File: config.mk
export PLATFORM = sky130hd
export DESIGN_NAME = i2c_eeprom_access_controller_top
export DESIGN_NICKNAME = d
export VERILOG_FILES = /design/src/rtl/core/i2cee_pkg.sv /design/src/rtl/core/i2cee_front.sv /design/src/rtl/core/i2cee_fifo.sv /design/src/rtl/core/i2cee_engine.sv /design/src/rtl/core/i2c_eeprom_access_controller_top.sv
export VERILOG_INCLUDE_DIRS = /design/src /design/src/rtl/core
export SDC_FILE = /design/constraint.sdc
export NUM_CORES = 1
export LEC_CHECK = 0
export ABC_AREA = 1
export ABC_CLOCK_PERIOD_IN_PS = 3700
export BUFFER_PORTS_ARGS = -buffer_cell sky130_fd_sc_hd__buf_2
export CELL_PAD_IN_SITES_DETAIL_PLACEMENT = 0
export CELL_PAD_IN_SITES_GLOBAL_PLACEMENT = 1
export CORE_ASPECT_RATIO = 0.75
export CORE_MARGIN = 4
export CORE_UTILIZATION = 25
export CTS_BUF_LIST = sky130_fd_sc_hd__clkbuf_4 sky130_fd_sc_hd__clkbuf_8 sky130_fd_sc_hd__clkbuf_16
export DETAILED_ROUTE_END_ITERATION = 12
export PLACE_DENSITY_LB_ADDON = 0.1
export SKIP_LAST_GASP = 1
export SLEW_MARGIN = 20
export SYNTH_ARGS = -nofsm -noshare
export SYNTH_HDL_FRONTEND = slang
export SYNTH_SLANG_ARGS = --single-unit
File: constraint.sdc
create_clock -name clk -period 3.7 [get_ports clk]
set_input_delay 0.37 -clock clk [delete_from_list [all_inputs] [get_ports clk]]
set_output_delay 0.37 -clock clk [all_outputs]
set_load 0.01 [all_outputs]
File: src/rtl/core/i2c_eeprom_access_controller_top_defines.svh
// Assertion macros shared by the EEPROM controller RTL.
// Included by modules that carry concurrent checks; no other dependencies.
`ifndef I2C_EEPROM_ACCESS_CONTROLLER_TOP_DEFINES_SVH
`define I2C_EEPROM_ACCESS_CONTROLLER_TOP_DEFINES_SVH

`ifndef NO_ASSERTIONS

// same-cycle implication
`define I2CEE_ASSERT_IMPLIES(label, clk, rst_n, ante, cons) \
	label: assert property (@(posedge clk) disable iff (!rst_n) (ante) |-> (cons)) \
		else $error("i2cee check failed");

// next-cycle implication
`define I2CEE_ASSERT_NEXT(label, clk, rst_n, ante, cons) \
	label: assert property (@(posedge clk) disable iff (!rst_n) (ante) |=> (cons)) \
		else $error("i2cee check failed");

`else

`define I2CEE_ASSERT_IMPLIES(label, clk, rst_n, ante, cons)
`define I2CEE_ASSERT_NEXT(label, clk, rst_n, ante, cons)

`endif

`endif

File: src/rtl/core/i2cee_pkg.sv
// Shared types and codes for the I2C EEPROM controller.
// No dependencies.
package i2cee_pkg;

	// request classes after front-end decoding
	localparam logic [1:0] OP_TICK  = 2'd0;
	localparam logic [1:0] OP_WRITE = 2'd1;
	localparam logic [1:0] OP_READ  = 2'd2;

	// completion status codes
	localparam logic [1:0] ST_OK        = 2'd0;
	localparam logic [1:0] ST_DEV_NACK  = 2'd1;
	localparam logic [1:0] ST_ADDR_NACK = 2'd2;
	localparam logic [1:0] ST_DATA_NACK = 2'd3;

	// which byte is on the bus
	localparam logic [1:0] K_DEVW = 2'd0;
	localparam logic [1:0] K_ADDR = 2'd1;
	localparam logic [1:0] K_DATA = 2'd2;
	localparam logic [1:0] K_DEVR = 2'd3;

	localparam int ADDR_W = 9;
	localparam int WAIT_W = 20;
	localparam int DEV_W  = 7;

	typedef struct packed {
		logic              sda_in;
		logic [7:0]        write_byte;
		logic [7:0]        byte_count;
		logic [ADDR_W-1:0] start_address;
		logic [1:0]        operation;
	} item_t;

	typedef struct packed {
		logic [1:0] status;
		logic       done_res;
		logic       read_valid;
		logic [7:0] read_byte;
		logic       data_request;
		logic       busy_res;
		logic       sda_release;
		logic       scl_level;
	} result_t;

	typedef struct packed {
		logic [WAIT_W-1:0] write_wait_ticks;
		logic [DEV_W-1:0]  device_address;
	} cfg_t;

endpackage

File: src/rtl/core/i2cee_front.sv
// Front end: accepts stream transactions, decodes the request kind and
// works out the page offset of the start address. Depends on i2cee_pkg.
module i2cee_front #(
	parameter int PAGE_BYTES = 16,
	parameter int OFF_W = 4
) (
	input  logic                clk,
	input  logic                arst_n,
	input  logic                s_tvalid,
	output logic                s_tready,
	input  logic [31:0]         s_tdata,
	input  logic [1:0]          s_tuser,
	output logic                push,
	output i2cee_pkg::item_t    push_item,
	output logic [OFF_W-1:0]    push_off,
	input  logic                fifo_full
);

	// reciprocal of PAGE_BYTES, exact quotient for 9-bit addresses
	localparam int SHIFT_Q = 18;
	localparam int RECIP   = ((1 << SHIFT_Q) + PAGE_BYTES - 1) / PAGE_BYTES;
	localparam int PROD_W  = i2cee_pkg::ADDR_W + SHIFT_Q + 1;
	localparam int REM_W   = 18;

	logic                          valid_s1;
	i2cee_pkg::item_t              item_s1;
	logic [i2cee_pkg::ADDR_W-1:0]  quot_s1;

	i2cee_pkg::item_t              item_in;
	logic [PROD_W-1:0]             prod;
	logic [REM_W-1:0]              rem;
	logic                          accept;

	always_comb begin
		item_in.start_address = s_tdata[8:0];
		item_in.byte_count    = s_tdata[16:9];
		item_in.write_byte    = s_tdata[24:17];
		item_in.sda_in        = s_tdata[25];
		if (s_tuser == i2cee_pkg::OP_WRITE || s_tuser == i2cee_pkg::OP_READ) begin
			item_in.operation = s_tuser;
		end else begin
			item_in.operation = i2cee_pkg::OP_TICK;
		end
	end

	assign prod     = PROD_W'(s_tdata[8:0]) * PROD_W'(RECIP);
	assign s_tready = !valid_s1 || !fifo_full;
	assign accept   = s_tvalid && s_tready;
	assign push     = valid_s1 && !fifo_full;

	always_ff @(posedge clk or negedge arst_n) begin
		if (!arst_n) begin
			valid_s1 <= 1'b0;
		end else if (accept) begin
			valid_s1 <= 1'b1;
		end else if (push) begin
			valid_s1 <= 1'b0;
		end
	end

	always_ff @(posedge clk) begin
		if (accept) begin
			item_s1 <= item_in;
			quot_s1 <= prod[SHIFT_Q +: i2cee_pkg::ADDR_W];
		end
	end

	assign rem = REM_W'(item_s1.start_address) - REM_W'(quot_s1) * REM_W'(PAGE_BYTES);
	assign push_item = item_s1;
	assign push_off  = rem[OFF_W-1:0];

endmodule

File: src/rtl/core/i2cee_fifo.sv
// Small register queue between the front end and the bus engine.
// No package dependencies.
module i2cee_fifo #(
	parameter int WIDTH = 32,
	parameter int DEPTH = 2
) (
	input  logic             clk,
	input  logic             arst_n,
	input  logic             push,
	input  logic [WIDTH-1:0] wdata,
	input  logic             pop,
	output logic [WIDTH-1:0] rdata,
	output logic             full,
	output logic             empty
);

	localparam int PTR_W = (DEPTH > 1) ? $clog2(DEPTH) : 1;
	localparam int CNT_W = $clog2(DEPTH + 1);

	logic [WIDTH-1:0] mem_q [DEPTH];
	logic [PTR_W-1:0] wr_ptr_q;
	logic [PTR_W-1:0] rd_ptr_q;
	logic [CNT_W-1:0] count_q;

	assign full  = (count_q == CNT_W'(DEPTH));
	assign empty = (count_q == '0);
	assign rdata = mem_q[rd_ptr_q];

	always_ff @(posedge clk or negedge arst_n) begin
		if (!arst_n) begin
			wr_ptr_q <= '0;
			rd_ptr_q <= '0;
			count_q  <= '0;
		end else begin
			if (push) begin
				wr_ptr_q <= (wr_ptr_q == PTR_W'(DEPTH - 1)) ? '0 : wr_ptr_q + 1'b1;
			end
			if (pop) begin
				rd_ptr_q <= (rd_ptr_q == PTR_W'(DEPTH - 1)) ? '0 : rd_ptr_q + 1'b1;
			end
			if (push && !pop) begin
				count_q <= count_q + 1'b1;
			end else if (pop && !push) begin
				count_q <= count_q - 1'b1;
			end
		end
	end

	always_ff @(posedge clk) begin
		if (push) begin
			mem_q[wr_ptr_q] <= wdata;
		end
	end

endmodule

File: src/rtl/core/i2cee_engine.sv
// Back end: bus phase state machine, one tick per queued transaction,
// with the result output register. Depends on i2cee_pkg and the defines header.
`include "i2c_eeprom_access_controller_top_defines.svh"

module i2cee_engine #(
	parameter int PAGE_BYTES = 16,
	parameter int OFF_W = 4,
	parameter int PCNT_W = 5
) (
	input  logic                clk,
	input  logic                arst_n,
	input  i2cee_pkg::cfg_t     cfg,
	input  logic                fifo_empty,
	input  i2cee_pkg::item_t    item,
	input  logic [OFF_W-1:0]    item_off,
	output logic                pop,
	output logic                m_tvalid,
	input  logic                m_tready,
	output logic [15:0]         m_tdata
);

	localparam logic [3:0] PH_IDLE    = 4'd0;
	localparam logic [3:0] PH_START1  = 4'd1;
	localparam logic [3:0] PH_START2  = 4'd2;
	localparam logic [3:0] PH_TX_LO   = 4'd3;
	localparam logic [3:0] PH_TX_HI   = 4'd4;
	localparam logic [3:0] PH_ACK_LO  = 4'd5;
	localparam logic [3:0] PH_ACK_HI  = 4'd6;
	localparam logic [3:0] PH_RSTART  = 4'd7;
	localparam logic [3:0] PH_RX_LO   = 4'd8;
	localparam logic [3:0] PH_RX_HI   = 4'd9;
	localparam logic [3:0] PH_MACK_LO = 4'd10;
	localparam logic [3:0] PH_MACK_HI = 4'd11;
	localparam logic [3:0] PH_STOP1   = 4'd12;
	localparam logic [3:0] PH_STOP2   = 4'd13;
	localparam logic [3:0] PH_STOP3   = 4'd14;
	localparam logic [3:0] PH_WAIT    = 4'd15;

	localparam int AW = i2cee_pkg::ADDR_W;
	localparam int WW = i2cee_pkg::WAIT_W;

	logic [3:0]        phase_q,   phase_d;
	logic [2:0]        bit_q,     bit_d;
	logic [7:0]        shift_q,   shift_d;
	logic [AW-1:0]     addr_q,    addr_d;
	logic [OFF_W-1:0]  off_q,     off_d;
	logic [7:0]        left_q,    left_d;
	logic [PCNT_W-1:0] pleft_q,   pleft_d;
	logic [WW-1:0]     wait_q,    wait_d;
	logic              is_read_q, is_read_d;
	logic [1:0]        kind_q,    kind_d;
	logic [1:0]        err_q,     err_d;

	i2cee_pkg::result_t res, out_q;
	logic               m_tvalid_q;

	logic              frame;
	logic [AW-1:0]     frame_addr;
	logic [OFF_W-1:0]  frame_off;
	logic [7:0]        frame_left;
	logic [8:0]        room;
	logic [AW-1:0]     addr_inc;
	logic [OFF_W-1:0]  off_inc;
	logic [7:0]        left_dec;
	logic [PCNT_W-1:0] pleft_dec;
	logic [7:0]        rx_shift;

	assign pop      = !fifo_empty && (!m_tvalid_q || m_tready);
	assign m_tvalid = m_tvalid_q;
	assign m_tdata  = out_q;

	// address counter with its page offset kept alongside
	assign addr_inc  = addr_q + 1'b1;
	assign off_inc   = (addr_inc == '0 || off_q == OFF_W'(PAGE_BYTES - 1)) ? '0 : off_q + 1'b1;
	assign left_dec  = left_q - 1'b1;
	assign pleft_dec = (pleft_q != '0) ? pleft_q - 1'b1 : '0;
	assign rx_shift  = {shift_q[6:0], item.sda_in};

	always_comb begin
		phase_d   = phase_q;
		bit_d     = bit_q;
		shift_d   = shift_q;
		addr_d    = addr_q;
		off_d     = off_q;
		left_d    = left_q;
		pleft_d   = pleft_q;
		wait_d    = wait_q;
		is_read_d = is_read_q;
		kind_d    = kind_q;
		err_d     = err_q;
		frame      = 1'b0;
		frame_addr = addr_q;
		frame_off  = off_q;
		frame_left = left_q;
		res = '0;
		res.scl_level   = 1'b1;
		res.sda_release = 1'b1;

		case (phase_q)
			PH_IDLE: begin
				if (item.operation == i2cee_pkg::OP_WRITE ||
				    item.operation == i2cee_pkg::OP_READ) begin
					if (item.byte_count == 8'd0) begin
						res.done_res = 1'b1;
					end else begin
						is_read_d  = (item.operation == i2cee_pkg::OP_READ);
						addr_d     = item.start_address;
						off_d      = item_off;
						left_d     = item.byte_count;
						err_d      = i2cee_pkg::ST_OK;
						frame      = 1'b1;
						frame_addr = item.start_address;
						frame_off  = item_off;
						frame_left = item.byte_count;
					end
				end
			end
			PH_START1: phase_d = PH_START2;
			PH_START2: begin
				res.sda_release = 1'b0;
				phase_d = PH_TX_LO;
			end
			PH_TX_LO: begin
				if (kind_q == i2cee_pkg::K_DATA && bit_q == 3'd0) begin
					shift_d = item.write_byte;
				end
				res.scl_level   = 1'b0;
				res.sda_release = shift_d[7];
				phase_d = PH_TX_HI;
			end
			PH_TX_HI: begin
				res.sda_release = shift_q[7];
				shift_d = {shift_q[6:0], 1'b0};
				bit_d   = bit_q + 1'b1;
				phase_d = (bit_q == 3'd7) ? PH_ACK_LO : PH_TX_LO;
			end
			PH_ACK_LO: begin
				res.scl_level = 1'b0;
				phase_d = PH_ACK_HI;
			end
			PH_ACK_HI: begin
				if (item.sda_in) begin
					case (kind_q)
						i2cee_pkg::K_ADDR: err_d = i2cee_pkg::ST_ADDR_NACK;
						i2cee_pkg::K_DATA: err_d = i2cee_pkg::ST_DATA_NACK;
						default:           err_d = i2cee_pkg::ST_DEV_NACK;
					endcase
					phase_d = PH_STOP1;
				end else begin
					case (kind_q)
						i2cee_pkg::K_DEVW: begin
							shift_d = addr_q[7:0];
							kind_d  = i2cee_pkg::K_ADDR;
							phase_d = PH_TX_LO;
						end
						i2cee_pkg::K_ADDR: begin
							if (is_read_q) begin
								shift_d = {cfg.device_address | {6'd0, addr_q[8]}, 1'b1};
								kind_d  = i2cee_pkg::K_DEVR;
								phase_d = PH_RSTART;
							end else begin
								kind_d  = i2cee_pkg::K_DATA;
								res.data_request = 1'b1;
								phase_d = PH_TX_LO;
							end
						end
						i2cee_pkg::K_DATA: begin
							addr_d  = addr_inc;
							off_d   = off_inc;
							left_d  = left_dec;
							pleft_d = pleft_dec;
							if (pleft_dec == '0 || left_dec == 8'd0) begin
								phase_d = PH_STOP1;
							end else begin
								res.data_request = 1'b1;
								phase_d = PH_TX_LO;
							end
						end
						default: begin
							shift_d = 8'd0;
							phase_d = PH_RX_LO;
						end
					endcase
				end
			end
			PH_RSTART: begin
				res.scl_level = 1'b0;
				phase_d = PH_START1;
			end
			PH_RX_LO: begin
				res.scl_level = 1'b0;
				phase_d = PH_RX_HI;
			end
			PH_RX_HI: begin
				shift_d = rx_shift;
				bit_d   = bit_q + 1'b1;
				if (bit_q == 3'd7) begin
					res.read_byte  = rx_shift;
					res.read_valid = 1'b1;
					addr_d  = addr_inc;
					off_d   = off_inc;
					left_d  = left_dec;
					phase_d = PH_MACK_LO;
				end else begin
					phase_d = PH_RX_LO;
				end
			end
			PH_MACK_LO: begin
				res.scl_level   = 1'b0;
				res.sda_release = (left_q == 8'd0);
				phase_d = PH_MACK_HI;
			end
			PH_MACK_HI: begin
				res.sda_release = (left_q == 8'd0);
				phase_d = (left_q == 8'd0) ? PH_STOP1 : PH_RX_LO;
			end
			PH_STOP1: begin
				res.scl_level   = 1'b0;
				res.sda_release = 1'b0;
				phase_d = PH_STOP2;
			end
			PH_STOP2: begin
				res.sda_release = 1'b0;
				phase_d = PH_STOP3;
			end
			PH_STOP3: begin
				if (err_q != i2cee_pkg::ST_OK || is_read_q) begin
					res.done_res = 1'b1;
					res.status   = err_q;
					phase_d = PH_IDLE;
				end else begin
					wait_d  = cfg.write_wait_ticks;
					phase_d = PH_WAIT;
				end
			end
			PH_WAIT: begin
				if (wait_q != '0) begin
					wait_d = wait_q - 1'b1;
				end else if (left_q == 8'd0) begin
					res.done_res = 1'b1;
					phase_d = PH_IDLE;
				end else begin
					frame = 1'b1;
				end
			end
			default: phase_d = PH_IDLE;
		endcase

		// new page frame: size it to the page room and load the device byte
		room = 9'(PAGE_BYTES) - 9'(frame_off);
		if (frame) begin
			pleft_d = (room < {1'b0, frame_left}) ? PCNT_W'(room) : PCNT_W'(frame_left);
			shift_d = {cfg.device_address | {6'd0, frame_addr[8]}, 1'b0};
			kind_d  = i2cee_pkg::K_DEVW;
			bit_d   = 3'd0;
			phase_d = PH_START1;
		end

		res.busy_res = (phase_d != PH_IDLE);
	end

	always_ff @(posedge clk or negedge arst_n) begin
		if (!arst_n) begin
			phase_q    <= PH_IDLE;
			bit_q      <= '0;
			shift_q    <= '0;
			addr_q     <= '0;
			off_q      <= '0;
			left_q     <= '0;
			pleft_q    <= '0;
			wait_q     <= '0;
			is_read_q  <= 1'b0;
			kind_q     <= i2cee_pkg::K_DEVW;
			err_q      <= i2cee_pkg::ST_OK;
			m_tvalid_q <= 1'b0;
		end else begin
			if (pop) begin
				phase_q   <= phase_d;
				bit_q     <= bit_d;
				shift_q   <= shift_d;
				addr_q    <= addr_d;
				off_q     <= off_d;
				left_q    <= left_d;
				pleft_q   <= pleft_d;
				wait_q    <= wait_d;
				is_read_q <= is_read_d;
				kind_q    <= kind_d;
				err_q     <= err_d;
			end
			if (pop) begin
				m_tvalid_q <= 1'b1;
			end else if (m_tready) begin
				m_tvalid_q <= 1'b0;
			end
		end
	end

	always_ff @(posedge clk) begin
		if (pop) begin
			out_q <= res;
		end
	end

	`I2CEE_ASSERT_NEXT(a_pop_shows_result, clk, arst_n, pop, m_tvalid_q)
	`I2CEE_ASSERT_IMPLIES(a_idle_bit_zero, clk, arst_n, phase_q == PH_IDLE, bit_q == 3'd0)
	`I2CEE_ASSERT_IMPLIES(a_done_not_busy, clk, arst_n, m_tvalid_q && out_q.done_res, !out_q.busy_res)
	`I2CEE_ASSERT_IMPLIES(a_status_with_done, clk, arst_n, m_tvalid_q && out_q.status != i2cee_pkg::ST_OK, out_q.done_res)

endmodule

File: src/rtl/core/i2c_eeprom_access_controller_top.sv
// Top level of the I2C EEPROM controller: config registers and the
// front / queue / engine chain. Depends on i2cee_pkg, i2cee_front, i2cee_fifo, i2cee_engine.
//
//  channel | handshake               | payload
//  --------+-------------------------+--------------------------------------------
//  s_*     | s_tvalid / s_tready     | one bus tick plus optional request
//  m_*     | m_tvalid / m_tready     | bus pin levels and status for that tick
//  apb     | psel, penable, pwrite   | device_address @0x0, write_wait_ticks @0x4
//
// One transaction in gives exactly one transaction out. Sustained rate is one
// transaction per clock while m_tready is high; the engine steps its phase state machine once per popped tick.
// From input to result a transaction passes the front register, the queue and the output register.
// Reset returns the engine to idle, empties the queue and sets device_address 0x50
// and write_wait_ticks 1000. A stall on m_tready holds the result; the queue then
// fills and s_tready drops. Config writes are meant only while the engine is idle.
module i2c_eeprom_access_controller_top #(
	parameter int PAGE_BYTES  = 16,
	parameter int QUEUE_DEPTH = 2
) (
	input  logic        clk,
	input  logic        arst_n,
	// stream in
	input  logic        s_tvalid,
	output logic        s_tready,
	// tdata, low bit up: start_address[8:0], byte_count[16:9], write_byte[24:17],
	// sda_in[25], zero fill [31:26]
	input  logic [31:0] s_tdata,
	// tuser: operation[1:0]
	input  logic [1:0]  s_tuser,
	// stream out
	output logic        m_tvalid,
	input  logic        m_tready,
	// tdata, low bit up: scl_level[0], sda_release[1], busy_res[2], data_request[3],
	// read_byte[11:4], read_valid[12], done_res[13], status[15:14]
	output logic [15:0] m_tdata,
	// config port
	input  logic        psel,
	input  logic        penable,
	input  logic        pwrite,
	input  logic [2:0]  paddr,
	input  logic [31:0] pwdata,
	output logic [31:0] prdata,
	output logic        pready
);

	localparam int OFF_W   = (PAGE_BYTES > 1) ? $clog2(PAGE_BYTES) : 1;
	localparam int PCNT_W  = $clog2(PAGE_BYTES + 1);
	localparam int ENTRY_W = $bits(i2cee_pkg::item_t) + OFF_W;

	i2cee_pkg::cfg_t  cfg_q;
	logic             cfg_wr;

	logic                 push;
	i2cee_pkg::item_t     push_item;
	logic [OFF_W-1:0]     push_off;
	logic                 pop;
	logic                 fifo_full;
	logic                 fifo_empty;
	logic [ENTRY_W-1:0]   fifo_rdata;
	i2cee_pkg::item_t     head_item;
	logic [OFF_W-1:0]     head_off;

	// config registers: paddr[2] selects the register, low bits ignored
	assign pready = 1'b1;
	assign cfg_wr = psel && penable && pwrite && pready;

	always_ff @(posedge clk or negedge arst_n) begin
		if (!arst_n) begin
			cfg_q.device_address   <= 7'h50;
			cfg_q.write_wait_ticks <= 20'd1000;
		end else if (cfg_wr) begin
			if (paddr[2]) begin
				cfg_q.write_wait_ticks <= pwdata[19:0];
			end else begin
				cfg_q.device_address <= pwdata[6:0];
			end
		end
	end

	assign prdata = paddr[2] ? {12'd0, cfg_q.write_wait_ticks} : {25'd0, cfg_q.device_address};

	// front end: decode and page offset
	i2cee_front #(
		.PAGE_BYTES (PAGE_BYTES),
		.OFF_W      (OFF_W)
	) u_front (
		.clk       (clk),
		.arst_n    (arst_n),
		.s_tvalid  (s_tvalid),
		.s_tready  (s_tready),
		.s_tdata   (s_tdata),
		.s_tuser   (s_tuser),
		.push      (push),
		.push_item (push_item),
		.push_off  (push_off),
		.fifo_full (fifo_full)
	);

	// decoupling queue
	i2cee_fifo #(
		.WIDTH (ENTRY_W),
		.DEPTH (QUEUE_DEPTH)
	) u_fifo (
		.clk    (clk),
		.arst_n (arst_n),
		.push   (push),
		.wdata  ({push_off, push_item}),
		.pop    (pop),
		.rdata  (fifo_rdata),
		.full   (fifo_full),
		.empty  (fifo_empty)
	);

	assign head_item = fifo_rdata[$bits(i2cee_pkg::item_t)-1:0];
	assign head_off  = fifo_rdata[ENTRY_W-1 -: OFF_W];

	// bus engine with output register
	i2cee_engine #(
		.PAGE_BYTES (PAGE_BYTES),
		.OFF_W      (OFF_W),
		.PCNT_W     (PCNT_W)
	) u_engine (
		.clk        (clk),
		.arst_n     (arst_n),
		.cfg        (cfg_q),
		.fifo_empty (fifo_empty),
		.item       (head_item),
		.item_off   (head_off),
		.pop        (pop),
		.m_tvalid   (m_tvalid),
		.m_tready   (m_tready),
		.m_tdata    (m_tdata)
	);

endmodule
==> qor.yml <==
synth_edf_count: 100
maxCapViolCount: 0
clkPwrFrac_pct: 19.0
drtAntennaViolNets: 0
syn-mean-instance-area_um2: 8.95
total_power_uw: 10600
die_area_mm2: 0.0441
rows: 63
violations: "hold timing"
setup_slack_ns: 0.367
area_growth_pct: 17.6
fin_crit_ns: 3.33
grt_max_degree: 52
cts.path.max_buffers: 2
hold_path_class: "input port to async pin"
switching_share_pct: 44.9
drtPass1Iterations: 5
place_congestion: 0.787
cts_made_buffers: 17
overflow: 0
r2r_slack_ns: 0.37
powerDensity_mw_per_mm2: 887
final_util_pct: 30.1
coreArea_mm2: 0.0399
first_global_vias: 7569
routed_wl_mm: 29.7
synth_cell_types: 52
drcViolationCount: 0
max_slew_margin_pct: 28.4
critPathCaptureType: "register"
cts_max_level: 4
power_frac_seq_pct: 33.7
ys_warn_count: 0
cts_root_buf: "clkbuf_16"
fmax_ghz: 0.300
hpwl_mm: 22.4
power.switching_uw: 4770
vdd_ir_drop_max_v: 0.000317
tns_ns: 0
final-max-slew-violation-count: 0
insertion_delay_ns: 0.45
period_share_pct: 90.1
grt_pass1_wl_mm: 46.1
startpoint_type: "register"
clkSinkCount: 199
ys_ff_latch: 199
hold_viol: 1
status: "complete, but fails checks"
leakage_uw: 0.00544
tritoncts: "yes"
cell_internal_pwr_uw: 5850
antenna_found_initial: 0
path_clk_slew_ns: 0.08
tightestPinTransition_ns: 1.07
critical_path_class: "register to register"
synth_ff_type: "edfxtp_1"
start_util_pct: 25.5
path_max_fanout: 9
synthArstFlopShare_pct: 49.7
netlist_area_mm2: 0.0102
insertedDiodeCount: 0
p_comb_share_pct: 47.2
grt_setup_unrepaired: "false"
grtUsageTotal_pct: 13.6
reg2reg_depth: 23
post_drt_wl_per_cell_um: 16.7
num-nets-final: 1341
r2r-end: "u_engine.pleft_q[4]"
hold_ws_ns: -0.00106
die_w_um: 241
io_pins: 127
regToRegStartpoint: "u_fifo.rd_ptr_q"
ys_seq_area_share_pct: 53.9
vias: 7746
drive_gt1_share_pct: 16.9
dpl_worst_slack_ns: 0.282
critPathRequiredTime_ns: 4.03
drt_iter0_markers: 463
die_h_um: 183
setup_violations: 0
viasPerCell: 4.36
portBuffers: 93
finalClockSkew_ns: 0.0150
syn-instance-count: 1139
critPathArrivalTime_ns: 3.67
## metrics by stage
step	cell area [µm²]	std cells
2_1_floorplan	10200	1150
3_3_place_gp	11300	1746
3_5_place_dp	11300	1746
4_1_cts	12000	1778
5_1_grt	12000	1778
6_report	12000	1778
## cell usage after synthesis (all sizes together), types with 2 or more instances
library cell,instances,area share (%)
a21oi,36,2.0
or2,6,0.37
conb,2,0.074
nand3,54,2.7
nand2,254,9.6
o2111ai,3,0.26
inv,167,6.2
o22ai,13,0.80
nor4,3,0.18
ha,20,2.5
o221ai,7,0.60
a211oi,3,0.22
clkbuf,17,0.63
buf,26,1.8
dfrtp,91,22
nand3b,3,0.22
a31oi,9,0.70
o311ai,3,0.26
edfxtp,100,29
nor2,116,4.6
o21ai,108,5.3
mux2,12,1.3
nand4,9,0.55
o31ai,4,0.29
xor2,21,1.8
o32ai,2,0.17
o21a,2,0.22
a22o,3,0.26
dfstp,8,2.1
a22oi,9,0.66
nor3,11,0.54
mux2i,6,0.59
o211ai,6,0.44
## area by class of cell
cell class / count / area [µm²]
clock inverters: 15 / 223
well taps: 520 / 651
repair buffers: 119 / 676
multi-input cells: 740 / 3890
flip-flops and latches: 199 / 5490
clock buffers: 17 / 425
fillers: 4257 / 27900
inverters: 168 / 631
## critical path: stages (launching register included)
cell	delay, ns
dfrtp_2	0.47
inv_2	0.11
buf_4	0.17
nand2_1	0.07
nand2_1	0.09
nand2_1	0.12
nor2_4	0.16
nand2_4	0.08
nand2_2	0.07
nand2_1	0.05
nand2_1	0.10
ha_1	0.18
inv_1	0.05
xor2_1	0.21
inv_1	0.07
ha_1	0.31
a21oi_1	0.18
nor3_1	0.08
a211oi_2	0.16
nand2_2	0.13
nand2_2	0.12
nand2_1	0.07
nand3_1	0.09
a21oi_1	0.07
## how the worst max path moves through the flow
stage | startpoint | to | slack [ns] | cells past startpoint
2_1_floorplan | u_fifo.rd_ptr_q | u_engine.pleft_q[2] | 0.04 | 24
3_3_place_gp | u_fifo.rd_ptr_q | u_engine.pleft_q[4] | 0.27 | 21
3_5_place_dp | u_fifo.rd_ptr_q | u_engine.pleft_q[4] | 0.28 | 23
4_1_cts | u_fifo.rd_ptr_q | u_engine.pleft_q[4] | 0.26 | 23
5_1_grt | u_fifo.rd_ptr_q | u_engine.pleft_q[2] | 0.02 | 23
6_report | u_fifo.rd_ptr_q | u_engine.pleft_q[4] | 0.37 | 23
## repair_timing
item / CTS / global route
setup buffers: 0 / 0
resized for setup: 0 / 3
endpoints found under the setup margin: 0 / 5
hold buffers: 0 / 0
## power groups by stage
| stage | combinational, µW | clock [µW] | sequential (µW) |
|---|---|---|---|
| 3_5_place_dp | 5030 | 0 | 3640 |
| 6_report | 5020 | 2020 | 3590 |
| 3_3_place_gp | 5070 | 0 | 3650 |
| 5_1_grt | 5720 | 2180 | 3680 |
| 4_1_cts | 5050 | 2100 | 3600 |
| 2_1_floorplan | 3420 | 0 | 3530 |
## state kept, by name, indices dropped and copies added (netlist names), named ones only
name	flops
cfg_q	27
u_engine.addr_q	1
u_engine.bit_q	3
u_engine.err_q	2
u_engine.is_read_q	1
u_engine.kind_q	2
u_engine.left_q	8
u_engine.m_tdata	16
u_engine.m_tvalid	1
u_engine.off_q	4
u_engine.phase_q	4
u_engine.pleft_q	5
u_engine.shift_q	8
u_engine.wait_q	20
u_fifo.count_q	2
u_fifo.mem_q	56
u_fifo.rd_ptr_q	1
u_fifo.wr_ptr_q	1
u_front.push_item	28
u_front.valid_s1	1
## cells by family (layout without fill, tap and decap cells)
| logic type | count (synthesis) | after routing | share of synthesized area (%) |
|---|---|---|---|
| mux | 18 | 18 | 1.92 |
| simple gates | 457 | 457 | 18.8 |
| flops | 199 | 199 | 53.9 |
| fa+ha+maj | 20 | 20 | 2.46 |
| compound gates | 210 | 210 | 12.3 |
| xor+xnor | 22 | 22 | 1.89 |
| other cells | 2 | 13 | 0.0737 |
| buf+inv | 211 | 319 | 8.60 |
## cell usage in the layout, fill, tap and decap left out, drive strengths merged, types with 2 or more instances in the layout
cell type	instances
inv	172
mux2	12
nand3	54
clkbuf	17
a22o	3
a22oi	9
nor3	11
bufinv	2
nor4	3
a211oi	3
o311ai	3
o221ai	7
o22ai	13
dfrtp	91
ha	20
nand2	254
a21oi	36
o211ai	6
clkinv	9
xor2	21
o21a	2
nand3b	3
o32ai	2
buf	119
edfxtp	100
o21ai	108
a31oi	9
nor2	116
or2	6
conb	13
mux2i	6
nand4	9
o2111ai	3
dfstp	8
o31ai	4
## routing by layer
layer	share of wire (%)	global-route usage [%]	wire (µm)
met1	58	22.8	17100
met2	39	18.0	11500
met3	3.1	2.50	933
met4	0.70	2.50	207
met5	0	0	0
No activity file was read; power rests on OpenSTA's default activity.
